===== src/hdl/u16550_pkg.sv =====
// ----------------------------------------------------------------------------
// u16550_pkg
// Shared types and constants of the 16550A register model.
// ----------------------------------------------------------------------------
package u16550_pkg;

   localparam int FifoDepthDefault = 16;
   localparam logic [15:0] TimeoutTicksReset = 16'd40;

   typedef enum logic [2:0] {
      REQ_READ  = 3'd0,
      REQ_WRITE = 3'd1,
      REQ_LINE  = 3'd2,
      REQ_BREAK = 3'd3,
      REQ_TICK  = 3'd4
   } req_kind_type;

   typedef enum logic [2:0] {
      ADDR_RBR = 3'd0,
      ADDR_IER = 3'd1,
      ADDR_IIR = 3'd2,
      ADDR_LCR = 3'd3,
      ADDR_MCR = 3'd4,
      ADDR_LSR = 3'd5,
      ADDR_MSR = 3'd6,
      ADDR_SCR = 3'd7
   } reg_addr_type;

   localparam logic [7:0] LSR_DR      = 8'h01;
   localparam logic [7:0] LSR_OE      = 8'h02;
   localparam logic [7:0] LSR_BI      = 8'h10;
   localparam logic [7:0] LSR_THRE    = 8'h20;
   localparam logic [7:0] LSR_TEMT    = 8'h40;
   localparam logic [7:0] LSR_INT_ANY = 8'h1E;
   localparam logic [7:0] FCR_FE      = 8'h01;
   localparam logic [7:0] FCR_RFR     = 8'h02;
   localparam logic [7:0] FCR_XFR     = 8'h04;
   localparam logic [7:0] FCR_MASK    = 8'hC9;
   localparam logic [7:0] IIR_FIFO    = 8'hC0;
   localparam logic [7:0] IIR_HIGH    = 8'hF0;
   localparam logic [3:0] IIR_NONE    = 4'h1;
   localparam logic [3:0] IIR_LINE    = 4'h6;
   localparam logic [3:0] IIR_TIMEOUT = 4'hC;
   localparam logic [3:0] IIR_RXDATA  = 4'h4;
   localparam logic [3:0] IIR_THRE    = 4'h2;
   localparam logic [3:0] IIR_MODEM   = 4'h0;
   localparam logic [4:0] MCR_LOOP    = 5'h10;
   localparam logic [4:0] MCR_RESET   = 5'h08;
   localparam logic [7:0] MSR_RESET   = 8'hB0;
   localparam logic [7:0] LCR_DLAB    = 8'h80;
   localparam logic [15:0] DIV_RESET  = 16'h000C;
   localparam logic [3:0] TRIG_RESET  = 4'd14;

endpackage


===== src/hdl/uart_16550_register_model_top.sv =====
// ----------------------------------------------------------------------------
// uart_16550_register_model_top
// 16550A register model: bus access, line bytes, breaks and ticks.
// ----------------------------------------------------------------------------
// One item is accepted per cycle and its result appears in the output register
// in the next cycle; items flow back to back as long as the result side takes
// them. The receive and transmit FIFOs sit in synchronous RAMs with a registered
// read; the FIFO pointers and all UART registers are flops updated in the
// cycle of the transfer. Receive FIFO writes are registered before the RAM (a
// looped-back byte comes from the transmit RAM read), with forwarding to a
// head read that hits the same entry.
module uart_16550_register_model_top #(
   parameter int FIFO_DEPTH = u16550_pkg::FifoDepthDefault
) (
   input  logic        clock,
   input  logic        reset,
   input  logic        req_valid,
   output logic        req_ready,
   input  logic [2:0]  req_type,
   input  logic [2:0]  req_reg_addr,
   input  logic [7:0]  req_write_data,
   input  logic [7:0]  req_rx_byte,
   output logic        rsp_valid,
   input  logic        rsp_ready,
   output logic [7:0]  rsp_read_data,
   output logic        rsp_irq,
   output logic        rsp_tx_valid,
   output logic [7:0]  rsp_tx_byte,
   output logic        rsp_break_out,
   output logic [4:0]  rsp_rx_space,
   input  logic        csr_write_enable,
   input  logic [15:0] csr_write_data
);

   localparam int AW = (FIFO_DEPTH > 1) ? $clog2(FIFO_DEPTH) : 1;
   localparam int CW = $clog2(FIFO_DEPTH + 1);
   localparam logic [CW:0] DEPTH_W = (CW+1)'(FIFO_DEPTH);
   localparam logic [CW-1:0] DEPTH_C = CW'(FIFO_DEPTH);

   // state
   logic [15:0]   ticks_ff;
   logic [CW-1:0] rx_cnt_ff, rx_cnt_in, tx_cnt_ff, tx_cnt_in;
   logic [AW-1:0] rx_head_ff, rx_head_in, tx_head_ff, tx_head_in;
   logic [7:0]    rbr_ff, rbr_in, thr_ff, thr_in;
   logic [3:0]    ier_ff, ier_in;
   logic [7:0]    iir_ff, iir_in, lcr_ff, lcr_in, lsr_ff, lsr_in, fcr_ff, fcr_in;
   logic [4:0]    mcr_ff, mcr_in;
   logic [7:0]    msr_ff, msr_in, scr_ff, scr_in;
   logic [15:0]   div_ff, div_in;
   logic [3:0]    trig_ff, trig_in;
   logic          thrp_ff, thrp_in, top_ff, top_in;
   logic [15:0]   toc_ff, toc_in;

   // memories
   logic [7:0]    rx_mem [FIFO_DEPTH];
   logic [7:0]    tx_mem [FIFO_DEPTH];
   logic [7:0]    rx_rdata_ff, tx_rdata_ff;

   // delayed receive FIFO write
   logic          pw_v_ff;
   logic [AW-1:0] pw_addr_ff;
   logic          pw_mem_ff;
   logic [7:0]    pw_data_ff;
   logic [7:0]    pw_wdata;

   // output register
   logic       ov_ff;
   logic [7:0] rd_val_ff;
   logic       rd_mem_ff, rd_fwd_ff;
   logic [7:0] rd_fwd_data_ff;
   logic       irq_ff, txv_ff, tx_mem_sel_ff, brk_ff;
   logic [7:0] txb_ff;
   logic [4:0] space_ff;

   // combinational results
   logic          acc;
   logic [7:0]    rd_val;
   logic          rd_mem, sent, shift_mem;
   logic          rx_re, tx_re, tx_we, rxw_v, rxw_mem;
   logic [AW-1:0] rx_raddr, tx_raddr, tx_waddr, rxw_addr;
   logic [7:0]    rxw_data;
   logic [4:0]    space;

   assign req_ready = !ov_ff || rsp_ready;
   assign acc = req_valid && req_ready;
   assign pw_wdata = pw_mem_ff ? tx_rdata_ff : pw_data_ff;

   function automatic logic [AW-1:0] wrap_add(input logic [AW-1:0] h, input logic [CW-1:0] c);
      logic [CW:0] s;
      s = (CW+1)'(h) + (CW+1)'(c);
      if (s >= DEPTH_W) begin
         s = s - DEPTH_W;
      end
      return s[AW-1:0];
   endfunction

   always_comb begin
      logic [7:0] v;
      logic [3:0] id;
      logic       fe;
      rx_cnt_in = rx_cnt_ff;  rx_head_in = rx_head_ff;
      tx_cnt_in = tx_cnt_ff;  tx_head_in = tx_head_ff;
      rbr_in = rbr_ff;  thr_in = thr_ff;  ier_in = ier_ff;  iir_in = iir_ff;
      lcr_in = lcr_ff;  lsr_in = lsr_ff;  fcr_in = fcr_ff;  mcr_in = mcr_ff;
      msr_in = msr_ff;  scr_in = scr_ff;  div_in = div_ff;  trig_in = trig_ff;
      thrp_in = thrp_ff;  top_in = top_ff;  toc_in = toc_ff;
      rd_val = 8'h00;  rd_mem = 1'b0;  sent = 1'b0;  shift_mem = 1'b0;
      rx_re = 1'b0;  rx_raddr = rx_head_ff;
      tx_re = 1'b0;  tx_raddr = tx_head_ff;
      tx_we = 1'b0;  tx_waddr = tx_head_ff;
      rxw_v = 1'b0;  rxw_mem = 1'b0;  rxw_addr = rx_head_ff;  rxw_data = 8'h00;
      v = req_write_data;
      id = u16550_pkg::IIR_NONE;
      fe = fcr_ff[0];

      case (req_type)
         u16550_pkg::REQ_READ: begin
            unique case (req_reg_addr)
               u16550_pkg::ADDR_RBR: begin
                  if (lcr_ff[7]) begin
                     rd_val = div_ff[7:0];
                  end else if (fe) begin
                     if (rx_cnt_ff != '0) begin
                        rd_mem = 1'b1;
                        rx_re = 1'b1;
                        rx_head_in = wrap_add(rx_head_ff, CW'(1));
                        rx_cnt_in = rx_cnt_ff - 1'b1;
                     end
                     if (rx_cnt_in == '0) begin
                        lsr_in = lsr_in & ~(u16550_pkg::LSR_DR | u16550_pkg::LSR_BI);
                     end else begin
                        toc_in = ticks_ff;
                     end
                     top_in = 1'b0;
                  end else begin
                     rd_val = rbr_ff;
                     lsr_in = lsr_in & ~(u16550_pkg::LSR_DR | u16550_pkg::LSR_BI);
                  end
               end
               u16550_pkg::ADDR_IER: rd_val = lcr_ff[7] ? div_ff[15:8] : {4'h0, ier_ff};
               u16550_pkg::ADDR_IIR: begin
                  rd_val = iir_ff;
                  if (iir_ff[2:1] == 2'b01) begin
                     thrp_in = 1'b0;
                  end
               end
               u16550_pkg::ADDR_LCR: rd_val = lcr_ff;
               u16550_pkg::ADDR_MCR: rd_val = {3'b000, mcr_ff};
               u16550_pkg::ADDR_LSR: begin
                  rd_val = lsr_ff;
                  lsr_in = lsr_ff & ~(u16550_pkg::LSR_BI | u16550_pkg::LSR_OE);
               end
               u16550_pkg::ADDR_MSR: begin
                  if (mcr_ff[4]) begin
                     rd_val = {mcr_ff[3:2], mcr_ff[0], mcr_ff[1], 4'h0};
                  end else begin
                     rd_val = msr_ff;
                     msr_in = msr_ff & u16550_pkg::IIR_HIGH;
                  end
               end
               default: rd_val = scr_ff;
            endcase
         end
         u16550_pkg::REQ_WRITE: begin
            unique case (req_reg_addr)
               u16550_pkg::ADDR_RBR: begin
                  if (lcr_ff[7]) begin
                     div_in = {div_ff[15:8], req_write_data};
                  end else begin
                     thr_in = req_write_data;
                     thrp_in = 1'b0;
                     lsr_in = lsr_in & ~u16550_pkg::LSR_THRE;
                     if (fe) begin
                        if (tx_cnt_ff >= DEPTH_C) begin
                           tx_head_in = wrap_add(tx_head_ff, CW'(1));
                           tx_cnt_in = tx_cnt_ff - 1'b1;
                        end
                        tx_we = 1'b1;
                        tx_waddr = wrap_add(tx_head_in, tx_cnt_in);
                        lsr_in = lsr_in & ~u16550_pkg::LSR_TEMT;
                        // pop: an empty FIFO before the push means the head is this byte
                        shift_mem = (tx_cnt_in != '0);
                        tx_re = shift_mem;
                        tx_raddr = tx_head_in;
                        tx_head_in = wrap_add(tx_head_in, CW'(1));
                        // push and pop leave the count unchanged
                        if (tx_cnt_in == '0) begin
                           lsr_in = lsr_in | u16550_pkg::LSR_THRE;
                        end
                     end else begin
                        lsr_in = (lsr_in | u16550_pkg::LSR_THRE) & ~u16550_pkg::LSR_TEMT;
                     end
                     if (mcr_ff[4]) begin
                        if (fe) begin
                           if (rx_cnt_ff < DEPTH_C) begin
                              rxw_v = 1'b1;
                              rxw_mem = shift_mem;
                              rxw_data = req_write_data;
                              rxw_addr = wrap_add(rx_head_ff, rx_cnt_ff);
                              rx_cnt_in = rx_cnt_ff + 1'b1;
                           end else begin
                              lsr_in = lsr_in | u16550_pkg::LSR_OE;
                           end
                           toc_in = ticks_ff;
                        end else begin
                           if (lsr_ff[0]) begin
                              lsr_in = lsr_in | u16550_pkg::LSR_OE;
                           end
                           rbr_in = req_write_data;
                        end
                        lsr_in = lsr_in | u16550_pkg::LSR_DR;
                     end else begin
                        sent = 1'b1;
                     end
                     if (lsr_in[5]) begin
                        lsr_in = lsr_in | u16550_pkg::LSR_TEMT;
                        thrp_in = 1'b1;
                     end
                  end
               end
               u16550_pkg::ADDR_IER: begin
                  if (lcr_ff[7]) begin
                     div_in = {req_write_data, div_ff[7:0]};
                  end else begin
                     ier_in = req_write_data[3:0];
                     if (lsr_ff[5]) begin
                        thrp_in = 1'b1;
                     end
                  end
               end
               u16550_pkg::ADDR_IIR: begin
                  if (v != fcr_ff) begin
                     if (v[0] != fcr_ff[0]) begin
                        v = v | u16550_pkg::FCR_XFR | u16550_pkg::FCR_RFR;
                     end
                     if (v[1]) begin
                        toc_in = '0;
                        top_in = 1'b0;
                        rx_cnt_in = '0;
                        rx_head_in = '0;
                        lsr_in = lsr_in & ~(u16550_pkg::LSR_DR | u16550_pkg::LSR_BI);
                     end
                     if (v[2]) begin
                        tx_cnt_in = '0;
                        tx_head_in = '0;
                     end
                     if (v[0]) begin
                        iir_in = iir_ff | u16550_pkg::IIR_FIFO;
                        case (v[7:6])
                           2'b00:   trig_in = 4'd1;
                           2'b01:   trig_in = 4'd4;
                           2'b10:   trig_in = 4'd8;
                           default: trig_in = 4'd14;
                        endcase
                     end else begin
                        iir_in = iir_ff & ~u16550_pkg::IIR_FIFO;
                     end
                     fcr_in = v & u16550_pkg::FCR_MASK;
                  end
               end
               u16550_pkg::ADDR_LCR: lcr_in = req_write_data;
               u16550_pkg::ADDR_MCR: mcr_in = req_write_data[4:0];
               u16550_pkg::ADDR_SCR: scr_in = req_write_data;
               default: ;
            endcase
         end
         u16550_pkg::REQ_LINE: begin
            if (fe) begin
               if (rx_cnt_ff < DEPTH_C) begin
                  rxw_v = 1'b1;
                  rxw_data = req_rx_byte;
                  rxw_addr = wrap_add(rx_head_ff, rx_cnt_ff);
                  rx_cnt_in = rx_cnt_ff + 1'b1;
               end else begin
                  lsr_in = lsr_in | u16550_pkg::LSR_OE;
               end
               toc_in = ticks_ff;
            end else begin
               if (lsr_ff[0]) begin
                  lsr_in = lsr_in | u16550_pkg::LSR_OE;
               end
               rbr_in = req_rx_byte;
            end
            lsr_in = lsr_in | u16550_pkg::LSR_DR;
         end
         u16550_pkg::REQ_BREAK: begin
            rbr_in = 8'h00;
            if (rx_cnt_ff < DEPTH_C) begin
               rxw_v = 1'b1;
               rxw_addr = wrap_add(rx_head_ff, rx_cnt_ff);
               rx_cnt_in = rx_cnt_ff + 1'b1;
            end else begin
               lsr_in = lsr_in | u16550_pkg::LSR_OE;
            end
            lsr_in = lsr_in | u16550_pkg::LSR_BI | u16550_pkg::LSR_DR;
         end
         u16550_pkg::REQ_TICK: begin
            if (toc_ff != '0) begin
               toc_in = toc_ff - 1'b1;
               if (toc_in == '0 && rx_cnt_ff != '0) begin
                  top_in = 1'b1;
               end
            end
         end
         default: ;
      endcase

      // prioritized interrupt identity
      if (ier_in[2] && (lsr_in & u16550_pkg::LSR_INT_ANY) != 8'h00) begin
         id = u16550_pkg::IIR_LINE;
      end else if (ier_in[0] && top_in) begin
         id = u16550_pkg::IIR_TIMEOUT;
      end else if (ier_in[0] && lsr_in[0] &&
                   (!fcr_in[0] || rx_cnt_in >= CW'(trig_in))) begin
         id = u16550_pkg::IIR_RXDATA;
      end else if (ier_in[1] && thrp_in) begin
         id = u16550_pkg::IIR_THRE;
      end else if (ier_in[3] && msr_in[3:0] != 4'h0) begin
         id = u16550_pkg::IIR_MODEM;
      end
      iir_in = (iir_in & u16550_pkg::IIR_HIGH) | {4'h0, id};

      if (fcr_in[0]) begin
         if (rx_cnt_in >= DEPTH_C) begin
            space = 5'd0;
         end else if (rx_cnt_in <= CW'(trig_in)) begin
            space = 5'(trig_in) - 5'(rx_cnt_in);
         end else begin
            space = 5'd1;
         end
      end else begin
         space = lsr_in[0] ? 5'd0 : 5'd1;
      end
   end

   always_ff @(posedge clock) begin
      if (reset) begin
         ticks_ff <= u16550_pkg::TimeoutTicksReset;
         rx_cnt_ff <= '0;  rx_head_ff <= '0;  tx_cnt_ff <= '0;  tx_head_ff <= '0;
         rbr_ff <= '0;  thr_ff <= '0;  ier_ff <= '0;  iir_ff <= 8'h01;
         lcr_ff <= '0;  lsr_ff <= u16550_pkg::LSR_TEMT | u16550_pkg::LSR_THRE;
         fcr_ff <= '0;  mcr_ff <= u16550_pkg::MCR_RESET;
         msr_ff <= u16550_pkg::MSR_RESET;  scr_ff <= '0;
         div_ff <= u16550_pkg::DIV_RESET;  trig_ff <= u16550_pkg::TRIG_RESET;
         thrp_ff <= 1'b0;  top_ff <= 1'b0;  toc_ff <= '0;
         pw_v_ff <= 1'b0;  ov_ff <= 1'b0;
      end else begin
         if (csr_write_enable) begin
            ticks_ff <= csr_write_data;
         end
         pw_v_ff <= acc && rxw_v;
         if (acc) begin
            rx_cnt_ff <= rx_cnt_in;  rx_head_ff <= rx_head_in;
            tx_cnt_ff <= tx_cnt_in;  tx_head_ff <= tx_head_in;
            rbr_ff <= rbr_in;  thr_ff <= thr_in;  ier_ff <= ier_in;  iir_ff <= iir_in;
            lcr_ff <= lcr_in;  lsr_ff <= lsr_in;  fcr_ff <= fcr_in;  mcr_ff <= mcr_in;
            msr_ff <= msr_in;  scr_ff <= scr_in;  div_ff <= div_in;  trig_ff <= trig_in;
            thrp_ff <= thrp_in;  top_ff <= top_in;  toc_ff <= toc_in;
            ov_ff <= 1'b1;
         end else if (rsp_ready) begin
            ov_ff <= 1'b0;
         end
      end
   end

   // payload registers
   always_ff @(posedge clock) begin
      pw_addr_ff <= rxw_addr;
      pw_mem_ff <= rxw_mem;
      pw_data_ff <= rxw_data;
      if (acc) begin
         rd_val_ff <= rd_val;
         rd_mem_ff <= rd_mem;
         // head read hitting the entry written this cycle
         rd_fwd_ff <= pw_v_ff && (pw_addr_ff == rx_raddr);
         rd_fwd_data_ff <= pw_wdata;
         irq_ff <= !iir_in[0];
         txv_ff <= sent;
         tx_mem_sel_ff <= shift_mem;
         txb_ff <= req_write_data;
         brk_ff <= lcr_in[6];
         space_ff <= space;
      end
   end

   always_ff @(posedge clock) begin
      if (pw_v_ff) begin
         rx_mem[pw_addr_ff] <= pw_wdata;
      end
      if (acc && rx_re) begin
         rx_rdata_ff <= rx_mem[rx_raddr];
      end
   end

   always_ff @(posedge clock) begin
      if (acc && tx_we) begin
         tx_mem[tx_waddr] <= req_write_data;
      end
      if (acc && tx_re) begin
         tx_rdata_ff <= tx_mem[tx_raddr];
      end
   end

   assign rsp_valid = ov_ff;
   assign rsp_read_data = rd_mem_ff ? (rd_fwd_ff ? rd_fwd_data_ff : rx_rdata_ff) : rd_val_ff;
   assign rsp_irq = irq_ff;
   assign rsp_tx_valid = txv_ff;
   assign rsp_tx_byte = txv_ff ? (tx_mem_sel_ff ? tx_rdata_ff : txb_ff) : 8'h00;
   assign rsp_break_out = brk_ff;
   assign rsp_rx_space = space_ff;

endmodule


===== config.mk =====
export PLATFORM = sky130hd
export DESIGN_NAME = uart_16550_register_model_top
export DESIGN_NICKNAME = d
export VERILOG_FILES = /design/src/hdl/u16550_pkg.sv /design/src/hdl/uart_16550_register_model_top.sv
export SDC_FILE = /design/constraint.sdc
export NUM_CORES = 1
export LEC_CHECK = 0
export BUFFER_PORTS_ARGS = -buffer_cell sky130_fd_sc_hd__buf_2
export CAP_MARGIN = 40
export CORE_ASPECT_RATIO = 0.7
export CORE_MARGIN = 2
export CORE_UTILIZATION = 60
export CTS_BUF_LIST = sky130_fd_sc_hd__clkbuf_8
export DETAILED_ROUTE_END_ITERATION = 6
export GPL_TIMING_DRIVEN = 0
export MAX_ROUTING_LAYER = met4
export PLACE_DENSITY = 0.77
export SLEW_MARGIN = 20
export SYNTH_ARGS = -nofsm -noshare
export SYNTH_HDL_FRONTEND = slang
export SYNTH_SLANG_ARGS = --single-unit

===== constraint.sdc =====
create_clock -name clock -period 11.4 [get_ports clock]
set_input_delay 1.14 -clock clock [delete_from_list [all_inputs] [get_ports clock]]
set_output_delay 1.14 -clock clock [all_outputs]
set_load 0.01 [all_outputs]

# Yosys cells after proc, flatten, opt, wreduce, memory -nomap -nowiden
# Memories as Yosys holds them, arrays and structs flattened. A register that Yosys moved wholly into a read port is not among the register bits.
# Index checks and enable logic that the tools add are counted.
[classes]
mux = 200
bitwise = 8
n_addsub = 15
order_cmp = 10
eq_ne = 42
reduce_logical = 47
[op_table]
columns = ["operator", "count"]
rows = [
  ["2-to-1 mux 8 bit", 34],
  ["2-to-1 mux 4 bit", 46],
  ["2-to-1 mux 16 bit", 11],
  ["2-to-1 mux 5 bit", 31],
  ["one-hot mux 16 bit (2 select lines)", 2],
  ["one-hot mux 16 bit (4 select lines)", 1],
  ["one-hot mux 8 bit (7 select lines)", 1],
  ["2-to-1 mux 1 bit", 44],
  ["!= test 2 bit (second input constant)", 19],
  ["one-hot mux 8 bit (2 select lines)", 2],
  ["one-hot mux 8 bit (4 select lines)", 1],
  ["one-hot mux 5 bit (2 select lines)", 3],
  ["greater-or-equal comparator 5 bit (second input constant)", 5],
  ["one-hot mux 4 bit (3 select lines)", 2],
  ["one-hot mux 8 bit (3 select lines)", 1],
  ["2-to-1 mux 7 bit", 3],
  ["AND reduction 7 bit", 3],
  ["one-hot mux 5 bit (4 select lines)", 1],
  ["subtractor 4 x 1 -> 4 bit (second input constant)", 5],
  ["logical NOT 16 bit", 1],
  ["one-hot mux 4 bit (2 select lines)", 2],
  ["nonzero test 16 bit", 1],
  ["subtractor 16 x 1 -> 16 bit (second input constant)", 1],
  ["adder 4 x 1 -> 5 bit (second input constant)", 3],
  ["other kinds (44)", 99],
]
[totals]
in_bits = 43
ram_bits = 256
n_memories = 2
register_bits = 179
[mem_list]
columns = ["memory", "depth", "word_bits", "rd", "rd_clocked_by_memory_dff", "write_ports", "line", "text"]
rows = [
  ["rx_mem", 16, 8, 1, 1, 1, "uart_16550_register_model_top.sv:55", "logic [7:0] rx_mem [FIFO_DEPTH];"],
  ["tx_mem", 16, 8, 1, 1, 1, "uart_16550_register_model_top.sv:56", "logic [7:0] tx_mem [FIFO_DEPTH];"],
]

# Longest topological paths before layout
# Gate-level depths: netlist (run 1).
[logic_depth]
ltp_word = 26
mapped_depth = 18

# Worst setup path before layout (run 1)
# Ideal clock, no wire load.
[synth_path]
path_kind = "input port to flip-flop"
startpoint = "in req_reg_addr[0]"
endpoint = "reg space_ff[4], in the netlist rsp_rx_space[4], data pin"
setup_slack_ns = 7.221
required_time_ns = 11.145
t_arrival_ns = 3.923
n_path_buf = 1
stages = 14
setup_ns = 0.255
cell_sequence = "buf_6 > nor4_4 > a41oi_1 > or2_1 > nor2_1 > a22oi_1 > o21a_1 > ha_1 > o21ai_0 > nand2b_1 > a31o_2 > a21oi_1 > nor3_1 > and3b_1"
[synth_between]
elab_chain_len = 7
[synth_lines]
columns = ["item", "line", "text"]
rows = [
  ["start, declared", "uart_16550_register_model_top.sv:20", "input logic [2:0] req_reg_addr,"],
  ["== test 3 x 2 -> 1 bit / logical NOT 3 bit (equally long branches)", "uart_16550_register_model_top.sv:165, uart_16550_register_model_top.sv:118", ""],
  ["one-hot mux 5 bit (2 select lines), or another cell as far along", "uart_16550_register_model_top.sv:165", "unique case (req_reg_addr)"],
  ["one-hot mux 5 bit (4 select lines) / 2-to-1 mux 4 bit (equally long branches)", "uart_16550_register_model_top.sv:116", "case (req_type)"],
  ["subtractor 4 x 5 -> 5 bit / less-or-equal comparator 5 x 4 -> 1 bit (equally long branches)", "uart_16550_register_model_top.sv:327, uart_16550_register_model_top.sv:326", ""],
  ["2-to-1 mux 5 bit", "uart_16550_register_model_top.sv:326", "end else if (rx_cnt_in <= CW'(trig_in)) begin"],
  ["2-to-1 mux 5 bit", "uart_16550_register_model_top.sv:324", "if (rx_cnt_in >= DEPTH_C) begin"],
  ["2-to-1 mux 5 bit *", "uart_16550_register_model_top.sv:323", "if (fcr_in[0]) begin"],
  ["end signal, assigned", "uart_16550_register_model_top.sv:382", "space_ff <= space;"],
  ["end, declared", "uart_16550_register_model_top.sv:73", "logic [4:0] space_ff;"],
]
# Mark *: on every way between the ends. The rest lies on a longest branch, timed or not.
# A chain may end at the register's enable or synchronous reset.

# Worst setup path after layout (run 1)
[layout_path]
startpoint = "in req_type[1]"
endpoint = "reg space_ff[4], in the netlist rsp_rx_space[4], data pin"
[layout_between]
elab_chain_len = 6
[layout_lines]
columns = ["item", "line", "text"]
rows = [
  ["start, declared", "uart_16550_register_model_top.sv:19", "input logic [2:0] req_type,"],
  ["== test 3 x 2 -> 1 bit, or another cell as far along", "uart_16550_register_model_top.sv:116", ""],
  ["one-hot mux 5 bit (4 select lines) / 2-to-1 mux 4 bit (equally long branches)", "uart_16550_register_model_top.sv:116", ""],
  ["subtractor 4 x 5 -> 5 bit / less-or-equal comparator 5 x 4 -> 1 bit (equally long branches)", "uart_16550_register_model_top.sv:327, uart_16550_register_model_top.sv:326", ""],
  ["2-to-1 mux 5 bit", "uart_16550_register_model_top.sv:326", ""],
  ["2-to-1 mux 5 bit", "uart_16550_register_model_top.sv:324", ""],
  ["2-to-1 mux 5 bit *", "uart_16550_register_model_top.sv:323", ""],
]
# Marked as above.

==> reports/qor.csv, run 1 <==
metric;value;unit
Tmin final;4.81;ns
# fillers;2410;
Port Buf Inserts;63;
Starting Density;60.6;%
crit path DAT;5.17;ns
Final Hold Vio Count;0;
Slew HR;38.3;%
PwrDens;142;mW/mm^2
violated checks;design-rule violations;
Setup crit end kind;flip-flop;
vias;14300;
DRT Pass-1 Iters;7;
pre-CTS setup slack;6.24;ns
fmax;208;MHz
WL/cell;24.2;um
most common flop cell mapped by yosys;edfxtp_1;
vias in the first global route;13500;
Worst Path Max Fanout;10;
Req. time, crit path;11.76;ns
most common cell after layout, fill and taps aside;edfxtp_1;
critical path type;in -> reg;
Die Y;158;um
Rows;56;
clk root buf;clkbuf_8;
CTS tree;yes;
H-tree depth;3;
antenna cells;0;
Mapped Nets;1689;
Core Box Area;0.0334;mm^2
Final setup violation count;0;
Antenna Nets Post-Route;0;
number of buffers created by CTS;67;
initial antenna violation count;0;
asr flop ratio synth;0;%
status;complete, but fails checks;
CTS Sinks;444;
commonest cells after routing, fill and taps aside;edfxtp_1, mux2i_1, nor2_1;
global router's overall resource usage;32.4;%
final wirelength;54.9;mm
hold buffers post-CTS;0;
routability cong.;0.998;
setup TNS;0;ns
final cell utilization of the core;67.8;%
cell area after synthesis;0.0202;mm^2
Ports;69;
Worst Skew;0.0236;ns
first-pass GRT wire length;81.7;mm
Max Cap Violations;0;
Reg area;0.0120;mm^2
Starting DRT DRC Count;1896;
DIE WIDTH;223;um
min-delay worst type;reg -> reg;
total congestion overflow;0;
RSZ-0062 raised after global routing;false;
Worst Setup Slack, final;6.59;ns
Syn-to-layout area delta;11.8;%
nets;1848;
clock-pin slew on the worst setup and hold paths;0.06;ns
Worst setup SP type;primary input;
via density per instance;6.29;
setup bufs post-CTS;0;
Post-DP Area;0.0212;mm^2
LEAKAGE;9.05;nW
DRC;12;
Gate Count Post-Synth;1625;
fraction of final layout cells with drive strength greater than 1;16.1;%
YS warnings;0;
Max VDD drop;0.0816;mV
Yosys cell types;82;
post-route cell area;0.0226;mm^2
hpwl dp;39.1;mm
sequential share of the synthesized area;59.2;%
Synth Area per Inst;12.4;um^2
R2R Setup Slk;7.00;ns
Post-synth EDFFs;307;
flops & latches, synth;444;
largest net degree at the start of global routing;28;
Final Max Slew Viols;0;
cts repair resizes;0;
clk_lat worst skew;0.62;ns
Slew @ Worst Pin;0.926;ns
multi-input logic area;0.00772;mm^2
die area;0.0352;mm^2
period utilization;42.2;%
clock tree buffer depth;3;
[critical path, cell delays in order]
cell	delay, ns
buf_2	0.08
buf_4	0.16
buf_2	0.26
nand2_1	0.10
clkbuf_1	0.39
nor2_1	0.25
clkbuf_1	0.69
nand2_1	0.14
o2111a_1	0.18
o21ai_0	0.09
o21ai_0	0.13
ha_1	0.32
nor2b_1	0.14
o21ai_0	0.16
nand2b_1	0.12
a31o_2	0.23
a21oi_1	0.29
nor3_1	0.09
and3b_1	0.20
[area by class of cell]
class / count / share of cell area [%]
Sequential cell: 444 / 52.9
Multi-Input combinational cell: 1049 / 34.2
Clock buffer: 77 / 4.69
Tap cell: 435 / 2.41
Timing Repair Buffer: 90 / 2.37
Buffer: 106 / 2.00
Clock inverter: 45 / 1.02
Inverter: 26 / 0.432
[synthesized netlist by cell type, types with 6 or more instances]
cell / number / area (um^2)
or3_1: 8 / 50.1
nand4_1: 10 / 62.6
clkbuf_1: 75 / 282
a21oi_1: 91 / 455
a22oi_1: 32 / 240
or2_2: 8 / 50.1
a221oi_1: 6 / 52.6
buf_1: 7 / 26.3
nor2_1: 167 / 627
nand2b_1: 14 / 87.6
nor3b_1: 7 / 52.6
mux2i_1: 195 / 1950
o22ai_1: 8 / 50.1
nor3_1: 28 / 140
nor4_1: 11 / 68.8
and3_1: 6 / 37.5
mux4_2: 41 / 923
nand3_1: 29 / 145
nand3b_1: 8 / 60.1
buf_2: 19 / 95.1
edfxtp_1: 307 / 9220
or2_0: 7 / 43.8
a21o_1: 6 / 45.0
a31oi_1: 10 / 62.6
xnor2_1: 20 / 175
inv_1: 25 / 93.8
ha_1: 18 / 225
and2_1: 11 / 68.8
nand2_1: 110 / 413
a211oi_1: 16 / 120
xor2_1: 18 / 158
mux2_2: 20 / 225
o21ai_0: 51 / 255
nor2b_1: 15 / 93.8
dfxtp_1: 137 / 2740
[cell families after synthesis]
family	Yosys count	share of synthesized area (%)
adder cells (fa/ha/maj)	21	1.41
AND/OR/NAND/NOR	461	11.0
flip-flops	444	59.2
AO/OA/AOI/OAI	272	8.65
buffers and inverters	132	2.72
multiplexers	256	15.3
XOR/XNOR	39	1.73
[report_power, final]
part / total [W] / switching, W / internal (W)
Clock: 0.00126 / 0.000617 / 0.000644
Combinational: 0.000211 / 0.000140 / 0.0000705
Sequential: 0.00174 / 0.0000131 / 0.00173
Total: 0.00322 / 0.000770 / 0.00245
[stage by stage]
| step | hold WS [ns] | std cells | power, W |
|---|---|---|---|
| 4_1_cts | 0.452 | 2262 | 0.00322 |
| 2_1_floorplan | 0.433 | 1625 | 0.00190 |
| 3_5_place_dp | 0.444 | 2140 | 0.00198 |
| 3_3_place_gp | 0.442 | 2123 | 0.00198 |
| 6_report | 0.453 | 2272 | 0.00322 |
| 5_1_grt | 0.464 | 2272 | 0.00331 |
[routing by layer]
layer	vias to the layer above	GRT usage (%)	share of wire (%)
li1	6396	-	-
met3	80	10.7	14
met1	6974	48.1	44
met4	0	6.92	1.5
met2	838	43.1	41
met5	-	-	0
[flip-flops by register name (all words and copies together), names as in the netlist, 5 cells and up]
register	flops
div_ff	16
iir_ff	5
lcr_ff	8
mcr_ff	5
pw_data_ff	8
rbr_ff	8
rd_fwd_data_ff	8
rd_val_ff	8
rsp_rx_space	5
rx_cnt_ff	5
rx_mem	128
rx_rdata_ff	8
scr_ff	8
ticks_ff	16
toc_ff	16
tx_cnt_ff	5
tx_mem	128
tx_rdata_ff	8
txb_ff	8
[final timing paths]
path | start | end | depth (start not counted)
max | req_type[1] | rsp_rx_space[4]$_SDFFCE_PP0P_ | 19
min | scr_ff[4]$_SDFFE_PP0P_ | scr_ff[4]$_SDFFE_PP0P_ | 2
max reg2reg | rx_cnt_ff[0]$_SDFFE_PP0P_ | rsp_irq$_DFFE_PP_ | 18
min reg2reg | scr_ff[4]$_SDFFE_PP0P_ | scr_ff[4]$_SDFFE_PP0P_ | 2
No activity file was read; power rests on OpenSTA's default activity.
==> run 2: changes to the inputs <==
--- a/config.mk
+++ b/config.mk
@@ -9,12 +9,12 @@
 export CAP_MARGIN = 40
 export CORE_ASPECT_RATIO = 0.7
 export CORE_MARGIN = 2
-export CORE_UTILIZATION = 60
+export CORE_UTILIZATION = 58
 export CTS_BUF_LIST = sky130_fd_sc_hd__clkbuf_8
 export DETAILED_ROUTE_END_ITERATION = 6
 export GPL_TIMING_DRIVEN = 0
 export MAX_ROUTING_LAYER = met4
-export PLACE_DENSITY = 0.77
+export PLACE_DENSITY = 0.78
 export SLEW_MARGIN = 20
 export SYNTH_ARGS = -nofsm -noshare
 export SYNTH_HDL_FRONTEND = slang
==> constraint.sdc (replaced) <==
create_clock -name clock -period 4.15 [get_ports clock]
set_input_delay 0.415 -clock clock [delete_from_list [all_inputs] [get_ports clock]]
set_output_delay 0.415 -clock clock [all_outputs]
set_load 0.01 [all_outputs]
==> run 2 against run 1 <==
The run now ends clean. Combinational power grew to 2.8 times the previous value. Hold slack lost 0.42 ns. Sequential share of layout area shrank 0.47 points. Final area grew 0.92%. First-iteration DRC count grew 10%. Critical path depth shrank 3. Global-route usage shrank 1.0 points. Register-to-register slack lost 6.8 ns. Largest cell class unchanged.
==> reports/qor.csv, run 2 (synthesis gave the netlist of run 1 again) <==
metric;value;unit
# fillers;2552;
hpwl dp;38.6;mm
Ports;69;
Req. time, crit path;4.52;ns
met2 usage;40.5;%
global router's overall resource usage;31.4;%
status;finished, final reports clean;
DRT Pass-1 Iters;5;
RSZ-0062 raised after global routing;true;
CTS tree;yes;
fmax;252;MHz
clk_lat worst skew;0.65;ns
Worst Path Max Fanout;12;
DRC;0;
Worst setup SP type;flip-flop;
CP max stage cell;or4b_4;
first-pass GRT wire length;82.2;mm
routability cong.;0.959;
post-route cell area;0.0228;mm^2
total congestion overflow;0;
nets;1857;
met3 Use GR;8.59;%
Tmin final;3.97;ns
LEAKAGE;9.16;nW
DIE WIDTH;227;um
period utilization;95.6;%
clock-pin slew on the worst setup and hold paths;0.06;ns
Die Y;160;um
Antenna Nets Post-Route;0;
number of buffers created by CTS;70;
final wirelength;54.7;mm
Slew HR;38.5;%
fraction of final layout cells with drive strength greater than 1;17.0;%
Slew @ Worst Pin;0.922;ns
critical path type;reg -> reg;
max incr delay on CP;0.49;ns
Final Max Slew Viols;0;
largest net degree at the start of global routing;29;
Rows;57;
CTS Sinks;444;
clk root buf;clkbuf_8;
vias;14500;
WL/cell;23.5;um
Most Crowded Layer GR;met1;
GR Util met1;48.5;%
Max Cap Violations;0;
min-delay worst type;in -> reg;
Regs by FF count;rx_mem: 128 flops, tx_mem: 128 flops;
cell mode on critical path;o21ai_0;
Syn-to-layout area delta;12.9;%
H-tree depth;3;
clock tree buffer depth;3;
critical-path cell list;inv_2 > ha_4 > or4b_4 > and3_2 > a21oi_2 > inv_1 > o21ai_0 > o21ai_0 > ha_1 > nor2b_1 > o21ai_0 > nand2b_1 > a31o_2 > a21oi_2 > nor3_1 > and3b_1;
commonest cells after routing, fill and taps aside;edfxtp_1, mux2i_1, nor2_1;
PwrDens;393;mW/mm^2
most common cell after layout, fill and taps aside;edfxtp_1;
Post-DP Area;0.0213;mm^2
via density per instance;6.25;
Finished Layout Cells;2324;
vias in the first global route;13800;
die area;0.0364;mm^2
Setup crit end kind;flip-flop;
Starting Density;58.6;%
Starting DRT DRC Count;2095;
Max VDD drop;0.210;mV
initial antenna violation count;2;
Core Box Area;0.0345;mm^2
Placed Cells incl. Taps;2176;
Final setup violation count;0;
Bufs and invs on worst path;2;
Final Hold Vio Count;0;
Worst Skew;0.0439;ns
crit path DAT;4.34;ns
Port Buf Inserts;63;
delay-heaviest family, CP;simple AND/OR/NAND/NOR gates;
[run 2: cell count changes in the layout (fill, tap and decap cells not counted), sizes merged]
cell / previous run / this run
inv: 51 / 59
diode: 0 / 1
bufinv: 1 / 2
clkinv: 15 / 18
dlygate4sd3: 0 / 3
clkbuf: 152 / 150
clkinvlp: 4 / 1
buf: 121 / 125
[run 2: area by class of cell]
type | instances | area (um^2) | area share (%)
Antenna cell | 1 | 2.50 | 0.0110
Buffer | 104 | 449 | 1.97
Clock buffer | 76 | 1050 | 4.59
Clock inverter | 54 | 298 | 1.31
Inverter | 26 | 97.6 | 0.428
Multi-Input combinational cell | 1049 | 7760 | 34.0
Sequential cell | 444 | 12000 | 52.4
Tap cell | 472 | 591 | 2.59
Timing Repair Buffer | 98 | 609 | 2.67
[run 2: routing by layer]
metal	part of all wire, %	up-vias
met5	0	-
met4	1.7	0
met3	13	98
met2	41	875
met1	44	7119
li1	-	6423
[run 2: worst reg2reg max path, delay by kind of cell, from the launching register on]
kind | cells | cell delay, ns
compound gates | 6 | 1.26
fa+ha+maj | 2 | 0.51
buf+inv | 2 | 0.16
flops | 1 | 0.40
simple gates | 6 | 1.40
[run 2: metrics by stage]
step                      util (%)  hold WS [ns]  power, W  TNS, ns  worst slack (ns)
after detailed placement      61.6         0.446   0.00544    -2.34            -0.424
after floorplan                  -         0.433   0.00523        0             0.473
after global placement        61.2         0.439   0.00543    -1.18            -0.301
final                         66.1        0.0336   0.00897        0             0.182
after CTS                     65.7       0.00388   0.00897        0            0.0382
after global routing          66.1        0.0305   0.00923   -0.497           -0.0317
[run 2: final timing paths]
kind / slack, ns / cells after the start / startpoint / end
setup / recovery: 0.18 / 16 / rx_cnt_ff[0]$_SDFFE_PP0P_ / rsp_rx_space[4]$_SDFFCE_PP0P_
hold / removal: 0.03 / 3 / csr_write_data[6] / ticks_ff[6]$_SDFFE_PP0P_
setup reg to reg: 0.18 / 16 / rx_cnt_ff[0]$_SDFFE_PP0P_ / rsp_rx_space[4]$_SDFFCE_PP0P_
hold reg to reg: 0.46 / 2 / scr_ff[6]$_SDFFE_PP0P_ / scr_ff[6]$_SDFFE_PP0P_
[run 2: report_power, final]
part	internal (W)	switching [W]	total (W)
clock network	0.00183	0.00175	0.00358
registers	0.00475	0.0000381	0.00479
logic	0.000204	0.000388	0.000592
[run 2: timing repair]
item,in CTS,in global routing
hold endpoints to repair,3,0
pin swaps,1,2
hold buffers,3,0
buffers inserted,2,3
gates resized for setup,8,8
endpoints found under the setup margin,9,33
